**config.mk**
```make
export PLATFORM = sky130hd
export DESIGN_NAME = tcp_congestion_window_control
export DESIGN_NICKNAME = d
export VERILOG_FILES = /design/src/hw/rtl/cwc_pkg.sv /design/src/hw/rtl/tcp_congestion_window_control.sv /design/src/hw/rtl/cwc_front.sv /design/src/hw/rtl/cwc_queue.sv /design/src/hw/rtl/cwc_div.sv /design/src/hw/rtl/cwc_back.sv
export VERILOG_INCLUDE_DIRS = /design/src /design/src/hw/rtl
export SDC_FILE = /design/constraint.sdc
export NUM_CORES = 2
export LEC_CHECK = 0
export ABC_AREA = 1
export BUFFER_PORTS_ARGS = -buffer_cell sky130_fd_sc_hd__buf_4
export CAP_MARGIN = 20
export CORE_UTILIZATION = 46
export CTS_CLUSTER_DIAMETER = 80
export DETAILED_ROUTE_END_ITERATION = 8
export GPL_TIMING_DRIVEN = 0
export SLEW_MARGIN = 20
export SYNTH_ARGS = -nofsm -noshare
export SYNTH_HDL_FRONTEND = slang
export SYNTH_SLANG_ARGS = --single-unit
export TNS_END_PERCENT = 5
```
**constraint.sdc**
```tcl
create_clock -name clk_i -period 7.2 [get_ports clk_i]
set_input_delay 0.72 -clock clk_i [delete_from_list [all_inputs] [get_ports clk_i]]
set_output_delay 0.72 -clock clk_i [all_outputs]
set_load 0.1 [all_outputs]
```
**src/hw/rtl/tcp_congestion_window_control_defines.svh**
```systemverilog
// ----------------------------------------------------------------------------
// tcp congestion window control assertion macros
// shared concurrent assertion helpers, empty when SYNTH is defined
// ----------------------------------------------------------------------------
`ifndef TCP_CONGESTION_WINDOW_CONTROL_DEFINES_SVH
`define TCP_CONGESTION_WINDOW_CONTROL_DEFINES_SVH

`ifndef SYNTH
`define CWC_ASSERT(name, clk, rst_n, prop) \
  name: assert property (@(posedge clk) disable iff (!rst_n) prop) \
    else $error("assertion failed");
`define CWC_ASSERT_NEVER(name, clk, rst_n, cond) \
  name: assert property (@(posedge clk) disable iff (!rst_n) !(cond)) \
    else $error("forbidden condition");
`else
`define CWC_ASSERT(name, clk, rst_n, prop)
`define CWC_ASSERT_NEVER(name, clk, rst_n, cond)
`endif

`endif

```
**src/hw/rtl/cwc_pkg.sv**
```systemverilog
// ----------------------------------------------------------------------------
// cwc_pkg
// types, codes and helpers of the congestion window control block
// ----------------------------------------------------------------------------
`timescale 1ns / 1ps

package cwc_pkg;

  localparam int unsigned QDEPTH = 2;
  localparam int unsigned QPTR_W = 1;
  localparam int unsigned QCNT_W = 2;

  localparam logic [7:0]  DUP_ACK_LIMIT = 8'd3;
  localparam logic [31:0] WIN_MAX       = 32'hFFFF_FFFF;

  localparam logic [15:0] SEG_RST  = 16'd536;
  localparam logic [7:0]  IWS_RST  = 8'd1;
  localparam logic [31:0] ITHR_RST = 32'd65535;
  localparam logic [31:0] THR_RST  = 32'd65535;

  typedef enum logic [1:0] {
    MODE_NEW_ACK = 2'd0,
    MODE_DUP_ACK = 2'd1,
    MODE_TIMEOUT = 2'd2,
    MODE_START   = 2'd3
  } mode_e;

  typedef enum logic [1:0] {
    CFG_SEGMENT_SIZE  = 2'd0,
    CFG_INIT_SEGMENTS = 2'd1,
    CFG_INIT_THRESH   = 2'd2
  } cfg_idx_e;

  typedef enum logic [2:0] {
    OP_NONE,
    OP_GROW,
    OP_LOSS,
    OP_TIMEOUT,
    OP_START
  } op_e;

  typedef enum logic [2:0] {
    ST_IDLE,
    ST_EXEC,
    ST_DIVS,
    ST_DIV,
    ST_RES
  } state_e;

  typedef struct packed {
    mode_e       mode;
    logic [7:0]  dup_count;
    logic [31:0] receiver_window;
    logic        conn_closed;
    logic        all_acked;
  } cwc_in_t;

  typedef struct packed {
    logic [31:0] cong_window;
    logic [31:0] slow_start_threshold;
    logic [31:0] send_window;
    logic        rewind;
    logic        timer_backoff;
  } cwc_out_t;

  typedef struct packed {
    op_e         op;
    logic [31:0] rxw;
  } cmd_t;

  typedef struct packed {
    logic        start;
    logic [31:0] dividend;
    logic [31:0] divisor;
  } div_req_t;

  function automatic logic [31:0] sat_add(input logic [31:0] a, input logic [31:0] b);
    logic [32:0] s;
    s = {1'b0, a} + {1'b0, b};
    return s[32] ? WIN_MAX : s[31:0];
  endfunction

endpackage

```
**src/hw/rtl/tcp_congestion_window_control.sv**
```systemverilog
// ----------------------------------------------------------------------------
// tcp_congestion_window_control
// congestion window and slow-start threshold tracking with tahoe loss reaction
// ----------------------------------------------------------------------------
// channel   dir  handshake          payload
// event     in   push_i / full_o    item_i (cwc_in_t)
// result    out  pop_i / empty_o    res_o (cwc_out_t)
// config    in   cfg_we_i           cfg_idx_i, cfg_wdata_i
//
// an event passes IDLE, EXEC and RES; congestion avoidance adds DIVS and DIV after EXEC,
// running the radix-2 divider over 32 quotient bits for seg*seg/window
// the back end handles one event at a time; a two-entry queue takes new events meanwhile
// a result waits in the output register until popped, the back end stalls behind it
// reset: window 0, threshold 65535, config at 536 / 1 / 65535
// ----------------------------------------------------------------------------
`timescale 1ns / 1ps

module tcp_congestion_window_control import cwc_pkg::*; (
  input  logic        clk_i,
  input  logic        rst_ni,
  input  logic        push_i,
  output logic        full_o,
  input  cwc_in_t     item_i,
  output logic        empty_o,
  input  logic        pop_i,
  output cwc_out_t    res_o,
  input  logic        cfg_we_i,
  input  logic [1:0]  cfg_idx_i,
  input  logic [31:0] cfg_wdata_i
);

  logic        q_push, q_full, q_pop, q_empty;
  cmd_t        q_wcmd, q_rcmd;
  div_req_t    div_req;
  logic        div_done;
  logic [31:0] div_quot;

  cwc_front u_front (
    .push_i   (push_i),
    .full_o   (full_o),
    .item_i   (item_i),
    .q_full_i (q_full),
    .q_push_o (q_push),
    .q_cmd_o  (q_wcmd)
  );

  cwc_queue u_queue (
    .clk_i   (clk_i),
    .rst_ni  (rst_ni),
    .push_i  (q_push),
    .data_i  (q_wcmd),
    .full_o  (q_full),
    .pop_i   (q_pop),
    .empty_o (q_empty),
    .data_o  (q_rcmd)
  );

  cwc_div u_div (
    .clk_i      (clk_i),
    .rst_ni     (rst_ni),
    .req_i      (div_req),
    .done_o     (div_done),
    .quotient_o (div_quot)
  );

  cwc_back u_back (
    .clk_i       (clk_i),
    .rst_ni      (rst_ni),
    .cfg_we_i    (cfg_we_i),
    .cfg_idx_i   (cfg_idx_i),
    .cfg_wdata_i (cfg_wdata_i),
    .cmd_empty_i (q_empty),
    .cmd_i       (q_rcmd),
    .cmd_pop_o   (q_pop),
    .div_req_o   (div_req),
    .div_done_i  (div_done),
    .div_quot_i  (div_quot),
    .empty_o     (empty_o),
    .pop_i       (pop_i),
    .res_o       (res_o)
  );

endmodule

```
**src/hw/rtl/cwc_front.sv**
```systemverilog
// ----------------------------------------------------------------------------
// cwc_front
// accepts events and classifies them into commands for the back end
// ----------------------------------------------------------------------------
`timescale 1ns / 1ps

module cwc_front import cwc_pkg::*; (
  input  logic    push_i,
  output logic    full_o,
  input  cwc_in_t item_i,
  input  logic    q_full_i,
  output logic    q_push_o,
  output cmd_t    q_cmd_o
);

  op_e op;

  always_comb begin
    case (item_i.mode)
      MODE_NEW_ACK: op = OP_GROW;
      MODE_DUP_ACK: op = (item_i.dup_count == DUP_ACK_LIMIT) ? OP_LOSS : OP_NONE;
      MODE_TIMEOUT: begin
        op = (!item_i.conn_closed && !item_i.all_acked) ? OP_TIMEOUT : OP_NONE;
      end
      MODE_START:   op = OP_START;
      default:      op = OP_NONE;
    endcase
  end

  assign full_o        = q_full_i;
  assign q_push_o      = push_i && !q_full_i;
  assign q_cmd_o.op    = op;
  assign q_cmd_o.rxw   = item_i.receiver_window;

endmodule

```
**src/hw/rtl/cwc_queue.sv**
```systemverilog
// ----------------------------------------------------------------------------
// cwc_queue
// short command queue between the front and the back end
// ----------------------------------------------------------------------------
`timescale 1ns / 1ps

module cwc_queue import cwc_pkg::*; (
  input  logic clk_i,
  input  logic rst_ni,
  input  logic push_i,
  input  cmd_t data_i,
  output logic full_o,
  input  logic pop_i,
  output logic empty_o,
  output cmd_t data_o
);

  cmd_t              mem_q [QDEPTH];
  logic [QPTR_W-1:0] wr_ptr_q, wr_ptr_d;
  logic [QPTR_W-1:0] rd_ptr_q, rd_ptr_d;
  logic [QCNT_W-1:0] cnt_q, cnt_d;
  logic              do_push, do_pop;

  assign full_o  = (cnt_q == QCNT_W'(QDEPTH));
  assign empty_o = (cnt_q == '0);
  assign do_push = push_i && !full_o;
  assign do_pop  = pop_i && !empty_o;
  assign data_o  = mem_q[rd_ptr_q];

  always_comb begin
    wr_ptr_d = do_push ? wr_ptr_q + 1'b1 : wr_ptr_q;
    rd_ptr_d = do_pop ? rd_ptr_q + 1'b1 : rd_ptr_q;
    cnt_d    = cnt_q;
    if (do_push && !do_pop) begin
      cnt_d = cnt_q + 1'b1;
    end else if (do_pop && !do_push) begin
      cnt_d = cnt_q - 1'b1;
    end
  end

  always_ff @(posedge clk_i or negedge rst_ni) begin
    if (!rst_ni) begin
      wr_ptr_q <= '0;
      rd_ptr_q <= '0;
      cnt_q    <= '0;
    end else begin
      wr_ptr_q <= wr_ptr_d;
      rd_ptr_q <= rd_ptr_d;
      cnt_q    <= cnt_d;
    end
  end

  always_ff @(posedge clk_i) begin
    if (do_push) begin
      mem_q[wr_ptr_q] <= data_i;
    end
  end

endmodule

```
**src/hw/rtl/cwc_div.sv**
```systemverilog
// ----------------------------------------------------------------------------
// cwc_div
// radix-2 restoring divider, one quotient bit per cycle
// ----------------------------------------------------------------------------
`timescale 1ns / 1ps

module cwc_div import cwc_pkg::*; (
  input  logic        clk_i,
  input  logic        rst_ni,
  input  div_req_t    req_i,
  output logic        done_o,
  output logic [31:0] quotient_o
);

  logic [31:0] rem_q, rem_d;
  logic [31:0] dvd_q, dvd_d;
  logic [31:0] dvs_q, dvs_d;
  logic [4:0]  cnt_q, cnt_d;
  logic        busy_q, busy_d;
  logic        done_q, done_d;
  logic [32:0] shifted;
  logic [32:0] trial;

  assign shifted = {rem_q, dvd_q[31]};
  assign trial   = shifted - {1'b0, dvs_q};

  always_comb begin
    rem_d  = rem_q;
    dvd_d  = dvd_q;
    dvs_d  = dvs_q;
    cnt_d  = cnt_q;
    busy_d = busy_q;
    done_d = 1'b0;
    if (req_i.start) begin
      rem_d  = '0;
      dvd_d  = req_i.dividend;
      dvs_d  = req_i.divisor;
      cnt_d  = '1;
      busy_d = 1'b1;
    end else if (busy_q) begin
      if (!trial[32]) begin
        rem_d = trial[31:0];
        dvd_d = {dvd_q[30:0], 1'b1};
      end else begin
        rem_d = shifted[31:0];
        dvd_d = {dvd_q[30:0], 1'b0};
      end
      cnt_d = cnt_q - 1'b1;
      if (cnt_q == '0) begin
        busy_d = 1'b0;
        done_d = 1'b1;
      end
    end
  end

  always_ff @(posedge clk_i or negedge rst_ni) begin
    if (!rst_ni) begin
      busy_q <= 1'b0;
      done_q <= 1'b0;
      cnt_q  <= '0;
    end else begin
      busy_q <= busy_d;
      done_q <= done_d;
      cnt_q  <= cnt_d;
    end
  end

  always_ff @(posedge clk_i) begin
    rem_q <= rem_d;
    dvd_q <= dvd_d;
    dvs_q <= dvs_d;
  end

  assign done_o     = done_q;
  assign quotient_o = dvd_q;

endmodule

```
**src/hw/rtl/cwc_back.sv**
```systemverilog
// ----------------------------------------------------------------------------
// cwc_back
// window and threshold state, config registers and result register
// ----------------------------------------------------------------------------
`timescale 1ns / 1ps
`include "tcp_congestion_window_control_defines.svh"

module cwc_back import cwc_pkg::*; (
  input  logic        clk_i,
  input  logic        rst_ni,
  input  logic        cfg_we_i,
  input  logic [1:0]  cfg_idx_i,
  input  logic [31:0] cfg_wdata_i,
  input  logic        cmd_empty_i,
  input  cmd_t        cmd_i,
  output logic        cmd_pop_o,
  output div_req_t    div_req_o,
  input  logic        div_done_i,
  input  logic [31:0] div_quot_i,
  output logic        empty_o,
  input  logic        pop_i,
  output cwc_out_t    res_o
);

  state_e      state_q, state_d;
  logic [15:0] seg_q;
  logic [7:0]  iws_q;
  logic [31:0] ithr_q;
  logic [31:0] win_q, win_d;
  logic [31:0] thr_q, thr_d;
  logic [31:0] sq_q, sq_d;
  op_e         op_q, op_d;
  logic [31:0] rxw_q, rxw_d;
  logic        rewind_q, rewind_d;
  logic        backoff_q, backoff_d;
  logic        out_valid_q, out_valid_d;
  cwc_out_t    out_q, out_d;
  logic        out_load;
  logic        slow_start;
  logic [31:0] half;
  logic [31:0] floor2;
  logic [23:0] start_prod;
  logic [31:0] add;

  assign slow_start = (win_q < thr_q) || (win_q == '0);
  assign half       = ((rxw_q < win_q) ? rxw_q : win_q) >> 1;
  assign floor2     = {15'd0, seg_q, 1'b0};
  assign start_prod = iws_q * seg_q;
  assign add        = (div_quot_i == '0) ? 32'd1 : div_quot_i;
  assign out_load   = (state_q == ST_RES) && (!out_valid_q || pop_i);

  always_comb begin
    state_d = state_q;
    case (state_q)
      ST_IDLE: if (!cmd_empty_i) state_d = ST_EXEC;
      ST_EXEC: state_d = (op_q == OP_GROW && !slow_start) ? ST_DIVS : ST_RES;
      ST_DIVS: state_d = ST_DIV;
      ST_DIV:  if (div_done_i) state_d = ST_RES;
      ST_RES:  if (out_load) state_d = ST_IDLE;
      default: state_d = ST_IDLE;
    endcase
  end

  always_comb begin
    cmd_pop_o          = (state_q == ST_IDLE) && !cmd_empty_i;
    div_req_o.start    = (state_q == ST_DIVS);
    div_req_o.dividend = sq_q;
    div_req_o.divisor  = win_q;
    win_d     = win_q;
    thr_d     = thr_q;
    sq_d      = sq_q;
    op_d      = op_q;
    rxw_d     = rxw_q;
    rewind_d  = rewind_q;
    backoff_d = backoff_q;
    out_d     = out_q;
    case (state_q)
      ST_IDLE: begin
        if (!cmd_empty_i) begin
          op_d      = cmd_i.op;
          rxw_d     = cmd_i.rxw;
          rewind_d  = 1'b0;
          backoff_d = 1'b0;
        end
      end
      ST_EXEC: begin
        case (op_q)
          OP_GROW: begin
            if (slow_start) begin
              win_d = sat_add(win_q, {16'd0, seg_q});
            end else begin
              sq_d = seg_q * seg_q;
            end
          end
          OP_LOSS, OP_TIMEOUT: begin
            thr_d     = (half > floor2) ? half : floor2;
            win_d     = {16'd0, seg_q};
            rewind_d  = 1'b1;
            backoff_d = (op_q == OP_TIMEOUT);
          end
          OP_START: begin
            win_d = {8'd0, start_prod};
            thr_d = ithr_q;
          end
          default: ;
        endcase
      end
      ST_DIV: begin
        if (div_done_i) begin
          win_d = sat_add(win_q, add);
        end
      end
      ST_RES: begin
        if (out_load) begin
          out_d.cong_window          = win_q;
          out_d.slow_start_threshold = thr_q;
          out_d.send_window          = (rxw_q < win_q) ? rxw_q : win_q;
          out_d.rewind               = rewind_q;
          out_d.timer_backoff        = backoff_q;
        end
      end
      default: ;
    endcase
    if (out_load) begin
      out_valid_d = 1'b1;
    end else if (pop_i) begin
      out_valid_d = 1'b0;
    end else begin
      out_valid_d = out_valid_q;
    end
  end

  always_ff @(posedge clk_i or negedge rst_ni) begin
    if (!rst_ni) begin
      state_q     <= ST_IDLE;
      out_valid_q <= 1'b0;
      win_q       <= '0;
      thr_q       <= THR_RST;
      seg_q       <= SEG_RST;
      iws_q       <= IWS_RST;
      ithr_q      <= ITHR_RST;
    end else begin
      state_q     <= state_d;
      out_valid_q <= out_valid_d;
      win_q       <= win_d;
      thr_q       <= thr_d;
      if (cfg_we_i) begin
        case (cfg_idx_e'(cfg_idx_i))
          CFG_SEGMENT_SIZE:  seg_q  <= cfg_wdata_i[15:0];
          CFG_INIT_SEGMENTS: iws_q  <= cfg_wdata_i[7:0];
          CFG_INIT_THRESH:   ithr_q <= cfg_wdata_i;
          default: ;
        endcase
      end
    end
  end

  always_ff @(posedge clk_i) begin
    sq_q      <= sq_d;
    op_q      <= op_d;
    rxw_q     <= rxw_d;
    rewind_q  <= rewind_d;
    backoff_q <= backoff_d;
    out_q     <= out_d;
  end

  assign empty_o = !out_valid_q;
  assign res_o   = out_q;

  `CWC_ASSERT(a_result_held, clk_i, rst_ni, out_valid_q && !pop_i |=> out_valid_q)
  `CWC_ASSERT(a_div_nonzero, clk_i, rst_ni, state_q == ST_DIV |-> win_q != '0)
  `CWC_ASSERT(a_done_in_div, clk_i, rst_ni, div_done_i |-> state_q == ST_DIV)
  `CWC_ASSERT_NEVER(a_pop_busy, clk_i, rst_ni, cmd_pop_o && state_q != ST_IDLE)

endmodule

```
# Word level (Yosys, flattened, before mapping)
# Memories as Yosys holds them, arrays and structs flattened. A register that Yosys moved wholly into a read port is not among the register bits.
# Index checks and enable logic that the tools add are counted.
# totals
ramBits	70
regBits	363
word_cells	145
n_memories	1
output_inout_bits	100
in_bits	83
# mem_list
name	words	word_bits	read_ports	rd_ports_with_merged_regs	write_ports	line	text
u_queue.mem_q	2	35	1	1	1	cwc_queue.sv:18	cmd_t mem_q [QDEPTH];
# op_classes
mul	2
n_reduce_logical	43
n_lt_le_gt_ge	3
mux	41
n_eq_ne	21
n_bitwise	2
add_sub_neg	8
# ops
op	count
$mux W32	9
$pmux W32 S2	2
$pmux W32 S3	1
$logic_not A32 Y1	2
$lt A32 B32 Y1	2
$add A32 B16 Y33	1
$add A32 B32 Y33	1
$sub A33 B32 Y33	1
$mul A16 B16 Y32	1
$gt A31 B17 Y1	1
$mux W31	1
$mul A8 B16 Y24	1
$pmux W3 S5	1
$mux W1	14
$eq A3 B2 Y1 const B	4
$mux W3	4
$pmux W3 S4	1
$reduce_and A2 Y1	6
$reduce_bool A2 Y1	6
$mux W5	2
$logic_and A1 B1 Y1	9
$reduce_and A3 Y1	3
$eq A2 B2 Y1 const B	4
$eq A8 B2 Y1 const B	1
other kinds (21)	42

# Logic depth before layout (Yosys ltp)
# depth
ltp_word	8
ltp_mapped	35
depth_no_buf	32

# Hierarchy
# Synthesis repeated with hierarchy kept, for this count alone.
# hier_totals
cells_unflattened	4727
hier_area_um2	38358.0
# by_module_without_submodules
mod	cells_per_inst	instances	area_per_inst_um2	seq_area_each_um2
cwc_back	3424	1	28325.9	8132.8
cwc_div	1033	1	6911.6	2737.6
cwc_queue	214	1	2780.2	2202.1
cwc_front	56	1	340.3	0.0

# Least setup slack after synthesis
# Ideal clock, no wire load.
# synth_path
path_type	flip-flop to flip-flop
from	register u_back.seg_q[3]
to	register u_back.sq_q[24], data pin
required_ps	6941
slack_ps	1314
synth_period_minus_slack_ps	5886
setup_time_ps	259
path_stages_with_launch	29
arrival_ps	5627
n_path_buf	2
path_cell_list	dfstp_2 > clkbuf_1 > clkbuf_1 > nand2_1 > fa_1 > inv_1 > ha_1 > o21bai_1 > fa_1 > inv_1 > fa_1 > inv_1 > fa_1 > inv_1 > fa_1 > inv_1 > ha_1 > a21oi_1 > o21ai_0 > o21bai_1 > nand3_1 > nand2_1 > nand2_1 > nand2_1 > nand2_1 > o211ai_1 > nand2_1 > nand2_1 > xor2_1
# synth_between
elab_chain_len	1
# synth_lines
element	line	text
from (decl)	cwc_back.sv:26	logic [15:0] seg_q;
from (signal assigned)	cwc_back.sv:149	CFG_SEGMENT_SIZE: seg_q <= cfg_wdata_i[15:0];
$mul A16 B16 Y32	cwc_back.sv:92	sq_d = seg_q * seg_q;
to (signal assigned)	cwc_back.sv:159	sq_q <= sq_d;
to (decl)	cwc_back.sv:31	logic [31:0] sq_q, sq_d;
# Every way passes these cells.
# A chain may end at the register's enable or synchronous reset.

# Final worst setup path
# layout_path
from	register u_back.seg_q[10]
to	register u_back.sq_q[24], data pin
# Same word-level chain as after synthesis.

==> flow_summary.yaml <==
die:
  die_w_um: 284.9
  start_util_pct: 46.53
  coreArea_um2: 79130
  io_pins: 183
  rows: 103
  dieArea_um2: 81180
  fp.dieH_um: 284.9
power:
  ir_drop_uv: 496.8
  p_leak_uw: 0.02089
  powerDensity_nw_per_um2: 489.0
critical_path:
  critPathKind: "reg -> reg"
  crit_path_top_delay_cell: "clkbuf_1"
  cp.buffers_inverters: 9
  startpoint_type: "flop"
  critPathArrivalTime_ps: 7220
  setup.worst_path.end_class: "flop"
  crit_path_max_fanout: 10
  required_ps: 7550
  crit_family: "adder cells"
  cp_slowest_stage_delay_ps: 630
final_layout:
  instances_no_fill: 5646
  final-seq-area_um2: 13070
  drive_above_1_share_pct: 9.184
  multi_input_area_um2: 20170
  area.growth.synth_to_final_pct: 12.57
  nFillCells: 7606
  final_net_count: 5191
  final_util_pct: 52.38
logic_synthesis:
  synth_common_cells: "1,099 x nand2_1, 757 x inv_1, 306 x ha_1"
  ys_types: 61
  avgSynthCellArea_um2: 8.547
  ys.flop_type: "edfxtp_1"
  synth.most_common_cell: "nand2_1"
  synth.area.top_cells: "edfxtp_1 24%, fa_1 14%, nand2_1 11%, ha_1 10%, inv_1 7.7%"
  yosys.area.top_type: "edfxtp_1"
  synth_top_area_share_pct: 24.47
  syn-cell-area_um2: 36820
  synth_async_sr_flop_share_pct: 28.91
  ys_seq_elements: 467
  synth_warnings: 0
  synth_seq_area_share_pct: 35.50
  synth_enable_flop_cells: 300
  syn_inst: 4308
  synth.net_count: 4946
routing:
  avgViaCountPerCell: 5.305
  wl_um: 114900
  avgRoutedWirePerCell_um: 20.36
  drt_iter0_drc: 2380
  drc: 0
  dr.pass1.iters: 5
  antenna_left: 0
  vias: 29950
status:
  status: "completed"
sta:
  period_share_pct: 95.39
  fmax_ghz: 0.1456
  fin_tns_setup_ps: 0
  worst_pin_slew_ps: 974.4
  rsz0062_at_grt: "true"
  relSlewSlack_pct: 34.80
  finalSetupViolations: 0
  hold_slack_ps: 293.3
  final_hold_viol_count: 0
  layout_setup_ws_ps: 331.9
  finClkSkew_ps: 19.13
  report.final.slew_viol_count: 0
  min_period_ps: 6868
cts:
  clkSlewWorstSetupHoldPaths_ps: 60
  cts_tree: "built"
  cts_buffers: 51
  cts_buffer_depth: 3
  clk_latency_ps: 610
  cts_sinks: 467
  postCtsSetupRepairBufs: 0
  h-tree-depth: 2
  ctsRootBufferMaster: "clkbuf_16"
grt:
  grt_pass1_wl_um: 172300
  grt_max_degree: 91
  grt_overflow: 0
  antenna_found_initial: 3
  grt_pass1_vias: 29110
  grt_usage_pct: 28.22
place:
  port_buffers: 182
  dp_hpwl_um: 92980
  place_ws_ps: 36.40
  dp_cells: 5549
  globalplace.congestion: 0.9714
run:
  maxCapViolCount: 0
min_path:
  min_path_type: "in -> reg"
## report_power, final
group	leakage [µW]	switching, µW	internal, µW
sequential	0.00469	626	3990
combinational	0.0154	8850	4160
clock	0.000814	1110	1530
## stage by stage
step | cell area [µm²] | power, µW
after floorplan | 36820 | 13590
final | 41450 | 20270
after global placement | 39500 | 17340
after CTS | 41440 | 20180
after detailed placement | 39740 | 17450
after global routing | 41450 | 21860
## flip-flops by register name (all words and copies together), names as in the netlist, 5 cells and up
signal            count
u_back.thr_q         32
u_back.win_q         32
u_queue.mem_q        70
u_back.ithr_q        32
u_div.rem_q          32
u_div.quotient_o     32
u_div.cnt_q           5
u_back.sq_q          31
u_back.rxw_q         32
u_div.dvs_q          32
u_back.seg_q         16
u_back.res_o         98
u_back.iws_q          8
## what timing repair did
item / CTS / global route
endpoints found under the hold margin: 9 / 0
hold buffers: 1 / 0
setup endpoints to repair: 0 / 9
gates resized for setup: 0 / 18
## placed cells by master, fill, tap and decap left out, types with 99 or more instances in the layout
| master | count |
|---|---|
| buf_4 | 183 |
| nor2_1 | 205 |
| nand3_1 | 159 |
| fa_1 | 249 |
| dfrtp_1 | 99 |
| clkbuf_1 | 140 |
| inv_1 | 754 |
| a21oi_1 | 256 |
| o21ai_0 | 179 |
| ha_1 | 306 |
| edfxtp_1 | 300 |
| nand2_1 | 1099 |
## worst register-to-register path: cells and delay by family (launching register included)
family                   cells  cell delay, ps
AND/OR/NAND/NOR              8             670
XOR/XNOR                     1             160
adder cells (fa/ha/maj)      7            3040
AO/OA/AOI/OAI                4             680
buffers and inverters        9            1610
flip-flops                   1             490
## worst paths after layout
kind | from | endpoint | slack (ps) | cells after the start
worst min register to register | u_back.thr_q[19]$_DFFE_PN0P_ | u_back.res_o[53]$_DFFE_PP_ | 450 | 0
min in group asynchronous | rst_ni | u_back.ithr_q[22]$_DFFE_PN0P_ | 590 | 2
max in group asynchronous | rst_ni | u_back.thr_q[10]$_DFFE_PN1P_ | 5750 | 3
worst min-delay path | item_i[17] | u_queue.mem_q[0][15]$_DFFE_PP_ | 290 | 1
worst max-delay path | u_back.seg_q[10]$_DFFE_PN0P_ | u_back.sq_q[24]$_DFFE_PP_ | 330 | 29
worst max register to register | u_back.seg_q[10]$_DFFE_PN0P_ | u_back.sq_q[24]$_DFFE_PP_ | 330 | 29
## area by class of cell
type	instances	area share, %
Multi-Input combinational cell	2903	48.66
Tap cell	1050	3.170
Inverter	764	6.919
Antenna cell	1	0.006037
Sequential cell	467	31.54
Timing Repair Buffer	192	3.843
Buffer	174	1.811
Clock inverter	23	0.6128
Clock buffer	72	3.444
## kinds of logic (layout without fill, tap and decap cells)
family / count (synthesis) / after routing / synth area share [%]
compound gates: 615 / 615 / 9.586
buf+inv: 938 / 1225 / 9.793
flops: 467 / 467 / 35.50
mux: 13 / 13 / 0.3976
other cells: 0 / 1 / 0
xor+xnor: 106 / 106 / 2.521
simple gates: 1614 / 1614 / 18.26
fa+ha+maj: 555 / 555 / 23.94
## routing by layer
metal,global-route usage [%],up-vias,share of wire [%]
li1,-,14330,-
met1,38.44,14320,44
met2,44.36,1075,44
met3,6.352,225,8.3
met4,9.706,2,3.8
met5,0,-,0.011
(Power assumes the default switching activity.)
